<file path="config.mk">
export PLATFORM = sky130hd
export DESIGN_NAME = sbsi_lane
export DESIGN_NICKNAME = d
export VERILOG_FILES = /design/src/design/sbsi_pkg.sv /design/src/design/sbsi_lane.sv
export SDC_FILE = /design/constraint.sdc
export NUM_CORES = 1
export LEC_CHECK = 0
export BUFFER_PORTS_ARGS = -buffer_cell sky130_fd_sc_hd__clkbuf_2
export CORE_AREA = 4 4 219 221
export DETAILED_ROUTE_END_ITERATION = 16
export DIE_AREA = 0 0 223 225
export SYNTH_ARGS = -nofsm -noshare
export SYNTH_HDL_FRONTEND = slang
export SYNTH_SLANG_ARGS = --single-unit
</file>
<file path="constraint.sdc">
create_clock -name vclk -period 3.7
set_input_delay 0.925 -clock vclk [all_inputs]
set_output_delay 0.925 -clock vclk [all_outputs]
set_load 0.01 [all_outputs]
</file>
<file path="src/design/sbsi_pkg.sv">
// Shared types, constants and helpers for the sorted block set intersection.
// Used by the lane comparator, the result merge stage and the top level.
`timescale 1ns / 1ps
`default_nettype none

package sbsi_pkg;

  localparam int ELEM_W        = 32;
  localparam int IN_ELEMS      = 16;
  localparam int CNT_IN_W      = 5;
  localparam int LANES_DEFAULT = 16;
  localparam int IN_DATA_W     = 520;
  localparam int OUT_DATA_W    = 40;
  localparam int WANT_W        = 2;

  typedef enum logic [WANT_W-1:0] {
    WANT_A    = 2'd0,
    WANT_B    = 2'd1,
    WANT_BOTH = 2'd2
  } want_t;

  typedef struct packed {
    want_t want;
    logic  fin;
  } step_ctl_t;

  function automatic want_t need_code(input logic ha, input logic hb, input logic dn);
    want_t w;
    if (dn) begin
      w = WANT_A;
    end else if (!ha && !hb) begin
      w = WANT_BOTH;
    end else if (ha && !hb) begin
      w = WANT_B;
    end else begin
      w = WANT_A;
    end
    return w;
  endfunction

endpackage

`default_nettype wire

</file>
<file path="src/design/sbsi_lane.sv">
// One comparator lane: checks a single A element against every valid B element.
// Depends on sbsi_pkg for the element width.
`timescale 1ns / 1ps
`default_nettype none

module sbsi_lane #(
  parameter int LANES = sbsi_pkg::LANES_DEFAULT
) (
  input  logic [sbsi_pkg::ELEM_W-1:0] a_elem,
  input  logic                        a_ok,
  input  logic [sbsi_pkg::ELEM_W-1:0] b_elems [LANES],
  input  logic [LANES-1:0]            b_mask,
  output logic                        hit
);
  import sbsi_pkg::*;

  logic [LANES-1:0] eq;

  always_comb begin
    for (int j = 0; j < LANES; j++) begin
      eq[j] = (a_elem == b_elems[j]) && b_mask[j];
    end
  end

  assign hit = a_ok && (|eq);

endmodule

`default_nettype wire

</file>
### Yosys cells after proc, flatten, opt, wreduce, memory -nomap -nowiden

Cells that the tools add are included.

| cells by class | value |
|---|---|
| eq/ne operators | 16 |
| reduce and logical (&&, ||, !) cells | 18 |

Operators with widths:

| cell | count |
|---|---|
| 32-bit == test | 16 |
| 1-bit logical AND | 17 |
| 16-bit OR reduction | 1 |

| storage, ports and cells | value |
|---|---|
| input port bits | 561 |
| logic and storage cells | 34 |
| flip-flop bits (word level) | 0 |

### Logic depth before layout (Yosys ltp)

Gate-level depths: netlist of run 1.

| logic depth | value |
|---|---|
| depth in word-level cells | 4 |
| mapped depth | 8 |
| gate-level depth less buffers | 6 |

### Least setup slack after synthesis of run 1

No wires, ideal clock.

| timing | value |
|---|---|
| path type | input -> output |
| from | input port a_elem[31] (netlist bit) |
| to | output port hit |
| stages on the path | 8 |
| slack | 537 ps |
| arrival time | 2238 ps |
| cell sequence | buf_6 buf_12 xor2_1 nor4_2 nand4_1 nor3_1 nor4_1 a41oi_1 |

| on the way | value |
|---|---|
| longest elaborated chain between the ends | 4 |

RTL lines:

| item | line | source |
|---|---|---|
| start, declared | sbsi_lane.sv:9 | `input logic [sbsi_pkg::ELEM_W-1:0] a_elem,` |
| 32-bit == test | sbsi_lane.sv:21 | `eq[j] = (a_elem == b_elems[j]) && b_mask[j];` |
| 1-bit logical AND | sbsi_lane.sv:21 |  |
| 16-bit OR reduction * | sbsi_lane.sv:25 | `assign hit = a_ok && (\|eq);` |
| 1-bit logical AND * | sbsi_lane.sv:25 |  |
| end, declared | sbsi_lane.sv:13 | `output logic hit` |

Mark *: on every way between the ends. The rest lies on a longest branch, timed or not.

### Worst setup path after layout of run 1

| timing | value |
|---|---|
| from | input port a_elem[25] (netlist bit) |
| to | output port hit |

The elaborated chain is that of the path after synthesis.

==> flow_metrics.tcl, run 1 <==
set metrics [dict create \
    vias 8458 \
    nets 2033 \
    period_needed_ns 3.847 \
    insertedDiodeCount 0 \
    num-clock-buffers 0 \
    cp_data_required_time_ns 2.77 \
    grt_setup_unrepaired "yes" \
    final.period_utilization_pct 104.0 \
    routabilityCongestion 0.9099 \
    drt.antenna.violating_nets 0 \
    dp_slack_ns -0.7009 \
    dp_hpwl_um 46380 \
    routed_wl_um 52970 \
    finalPower_mw 1.468 \
    synthesis.area_um2 6310 \
    min-delay-start "a_ok" \
    grt_overflow 0 \
    start_util_pct 13.67 \
    p_per_area_nw_per_um2 120.6 \
    outcome "finished with violations" \
    grt_pass1_wl_um 69660 \
    crit_top_cell "buf_4" \
    hold_end "hit" \
    synth-warning-count 0 \
    cpPeakStageDelay_ns 0.29 \
    slowest_stage "a41oi_4" \
    drt-initial-drc-count 448 \
    grt_max_degree 13 \
    antenna_found_initial 1 \
    fin_cells 2077 \
    synthCells 774 \
    placed_area_um2 11280 \
    final-seq-area_um2 0 \
    multiInputGateArea_um2 6210 \
    globalRouteTotalUtil_pct 19.75 \
    irDropWorstVdd_uv 49.04 \
    worstPathCellList "clkbuf_16, buf_16, buf_4, xor2_1, nor4_2, buf_4, nand4_1, buf_4, nor3_4, nor4_2, a41oi_4, buf_6" \
    final_core_util_pct 26.37 \
    violations "negative setup slack" \
    drive_gt1_share_pct 56.94 \
    arrival_ns 2.92 \
    p_leak_nw 6.044 \
    viasPerCell 4.072 \
    startpoint "a_elem[25]" \
    synth_seq_area_share_pct 0 \
    postCtsHoldBufs 0 \
    synth_cell_types 15 \
    fillerInstances 5054 \
    slew_headroom_pct 66.80 \
    die_h_um 225 \
    synth.most_common_cell "xor2_1" \
    slew_violations 0 \
    ioPinCount 562 \
    endpoint_kind "output port" \
    yosys.area.top_type_share_pct 68.85 \
    critPathLaunchType "input port" \
    max_freq_mhz 259.9 \
    timing.final.ws_setup_ns -0.1475 \
    hold_viol 0 \
    synth_common_cells "xor2_1, nor4_1, buf_6" \
    path_max_fanout 5 \
    crit_buf_inv 6 \
    dieWidth_um 223 \
    maxCapViolations 0 \
    crit_family "buffers and inverters" \
    finalSetupViolCount 1 \
    numSequentialCells 0 \
    ys_top_cells_by_area "xor2_1, nor4_1, buf_6" \
    critPathKind "input port to output port" \
    grt_pass1_vias 9246 \
    firstDrtPassIters 5 \
    core_um2 46160 \
    hp-class "input port to output port" \
    synthesis.nets 1335 \
    dieArea_um2 50180 \
    route.detailed.drc 0 \
    avgSynthCellArea_um2 8.152 \
    min_path_cells 4 \
    placed_cells 2060 \
    syn_to_final_growth_pct 92.90 \
    wire_per_inst_um 25.50 \
    row_count 79 \
    yosys.area.top_type "xor2_1" \
    port_buffers 562 \
    fin_area_um2 12170 \
    worst_pin_slew_ns 0.4934 \
]
## logic make-up (layout without fill, tap and decap cells)
group           count (synthesis)  in the layout  share of synthesized area, %
simple gates                  196            196                         18.62
xor+xnor                      512            512                         71.07
buf+inv                        65            761                         10.17
compound gates                  1              1                        0.1388
## worst max-delay path by stage
| stage | cells after the start | endpoint |
|---|---|---|
| after floorplan | 8 | hit |
| after global placement | 12 | hit |
| after detailed placement | 12 | hit |
| after CTS | 12 | hit |
| after global routing | 11 | hit |
| final | 12 | hit |
## per-layer routing
layer / track usage, % / wire [µm] / vias to the layer above
met1: 24.97 / 22040 / 3907
met2: 35.23 / 26030 / 475
met3: 2.761 / 3222 / 85
met4: 5.309 / 1661 / 2
met5: 0 / 13 / -
li1: - / - / 3989
## what timing repair did
action                     CTS  global route
resized for setup          101            16
setup endpoints to repair    1             1
setup buffers               18             2
cloned                       1             0
pin swaps                   53            16
## area by class of cell
class                           instances  share of cell area, %
Tap cell                              607                  6.240
Timing Repair Buffer                  760                  42.71
Inverter                                1                0.03084
Multi-Input combinational cell        709                  51.02
## per-stage QoR
| stage | hold slack, ns | setup TNS (ns) |
|---|---|---|
| 2_1_floorplan | 1.936 | 0 |
| 3_3_place_gp | 2.302 | -0.7851 |
| 3_5_place_dp | 2.281 | -0.7009 |
| 4_1_cts | 2.277 | -0.1733 |
| 5_1_grt | 2.288 | -0.2089 |
| 6_report | 2.235 | -0.1475 |
## power by group
group | internal (mW) | switching (mW)
Sequential | 0 | 0
Clock | 0 | 0
Combinational | 0.718 | 0.749
## placed cells by master (no fill, tap or decap), types with 5 or more instances in the layout
master    netlist  final
clkbuf_2        0    553
nor3_4          0      9
nor3_1         30     12
xor2_1        496    494
nor4_2          3     42
nor4_1        113     69
buf_12          1     59
nand4_1        16     16
buf_6          44     10
nor3_2          2     11
buf_4           7    127
nand3_1        32     25
xnor2_1        16     16
nand3_2         0      6
nor4_4          0      5
(Power assumes the default switching activity.)
==> run 2, diff against run 1 <==
--- a/config.mk
+++ b/config.mk
@@ -9,6 +9,7 @@
 export CORE_AREA = 4 4 219 221
 export DETAILED_ROUTE_END_ITERATION = 16
 export DIE_AREA = 0 0 223 225
+export SETUP_SLACK_MARGIN = 0.2
 export SYNTH_ARGS = -nofsm -noshare
 export SYNTH_HDL_FRONTEND = slang
 export SYNTH_SLANG_ARGS = --single-unit
==> flow_metrics.tcl, run 2 (synthesized netlist as in run 1, its figures left out) <==
set metrics [dict create \
    route.detailed.drc 0 \
    globalRouteTotalUtil_pct 19.63 \
    numSequentialCells 0 \
    slew_violations 0 \
    critPathLaunchType "input port" \
    nets 2052 \
    maxCapViolations 0 \
    final_common_cell "clkbuf_2" \
    num-clock-buffers 0 \
    mostFrequentLayoutCells "clkbuf_2, xor2_1, buf_4" \
    routabilityCongestion 0.9099 \
    cp_data_required_time_ns 2.77 \
    finalPower_mw 1.492 \
    insertedDiodeCount 0 \
    drt.antenna.violating_nets 0 \
    viasPerCell 4.099 \
    ioPinCount 562 \
    syn_to_final_growth_pct 96.01 \
    antenna_found_initial 1 \
    final.period_utilization_pct 105.7 \
    grt_setup_unrepaired "yes" \
    vias 8591 \
    firstDrtPassIters 5 \
    core_um2 46160 \
    row_count 79 \
    routed_wl_um 52940 \
    grt_max_degree 13 \
    outcome "finished with violations" \
    port_buffers 562 \
    finalSetupViolCount 1 \
    arrival_ns 2.99 \
    placed_cells 2060 \
    irDropWorstVdd_uv 51.04 \
    dieArea_um2 50180 \
    grt_overflow 0 \
    timing.final.ws_setup_ns -0.2124 \
    critPathKind "input port to output port" \
    period_needed_ns 3.912 \
    wire_per_inst_um 25.26 \
    final-seq-area_um2 0 \
    start_util_pct 13.67 \
    grt_pass1_wl_um 69350 \
    p_per_area_nw_per_um2 120.7 \
    slew_headroom_pct 66.25 \
    fin_hold_ws_ns 2.235 \
    hp-class "input port to output port" \
    dieWidth_um 223 \
    max_freq_mhz 255.6 \
    die_h_um 225 \
    worst_pin_slew_ns 0.5046 \
    grt_pass1_vias 9195 \
    fin_cells 2096 \
    final_core_util_pct 26.79 \
    dp_hpwl_um 46380 \
    fin_setup_tns_ns -0.2124 \
    drive_gt1_share_pct 57.29 \
    endpoint_kind "output port" \
    drt-initial-drc-count 442 \
    p_leak_nw 6.111 \
    path_max_fanout 5 \
    violations "negative setup slack" \
    hold_viol 0 \
]
==> run 2: area by class of cell <==
class / instances / area, µm²
inverters: 1 / 3.754
fillers: 5048 / 33790
repair buffers: 779 / 5400
well taps: 607 / 759.5
multi-input cells: 709 / 6205
==> run 2: worst max-delay path, stage by stage <==
cell and delay [ns]:
clkbuf_4 0.14, buf_12 0.14, buf_12 0.14, xor2_2 0.18, nor4_4 0.43, nand3_4 0.12
nor3_4 0.25, nor4_2 0.08, buf_4 0.14, a41oi_4 0.27, buf_6 0.14
==> run 2: per-layer routing <==
layer,part of all wire [%],vias up,global-route usage (%)
met3,5.6,75,2.084
met2,49,494,34.99
met5,0.025,-,0
met4,3.5,2,5.250
met1,42,3998,25.26
li1,-,4022,-
==> run 2: where the power goes <==
| part | switching, mW | internal (mW) |
|---|---|---|
| logic | 0.753 | 0.739 |
| clock network | 0 | 0 |
| registers | 0 | 0 |
==> run 2: worst paths after layout <==
path,from,endpoint,slack [ns],depth (start not counted)
hold / removal,a_ok,hit,2.24,4
setup / recovery,a_elem[23],hit,-0.21,11
==> run 2: per-stage QoR <==
| step | area [µm²] | setup WS (ns) |
|---|---|---|
| final | 12370 | -0.2124 |
| after global routing | 12370 | -0.2953 |
| after CTS | 11940 | -0.2251 |
| after detailed placement | 11280 | -0.7009 |
| after global placement | 11280 | -0.7851 |
| after floorplan | 6310 | 0.5369 |
==> run 2: what timing repair did <==
action	4_1_cts	5_1_grt
setup endpoints to repair	1	1
setup buffers	11	24
pin swaps	43	18
gates resized for setup	85	44
gates cloned	1	0
hold buffers	0	0
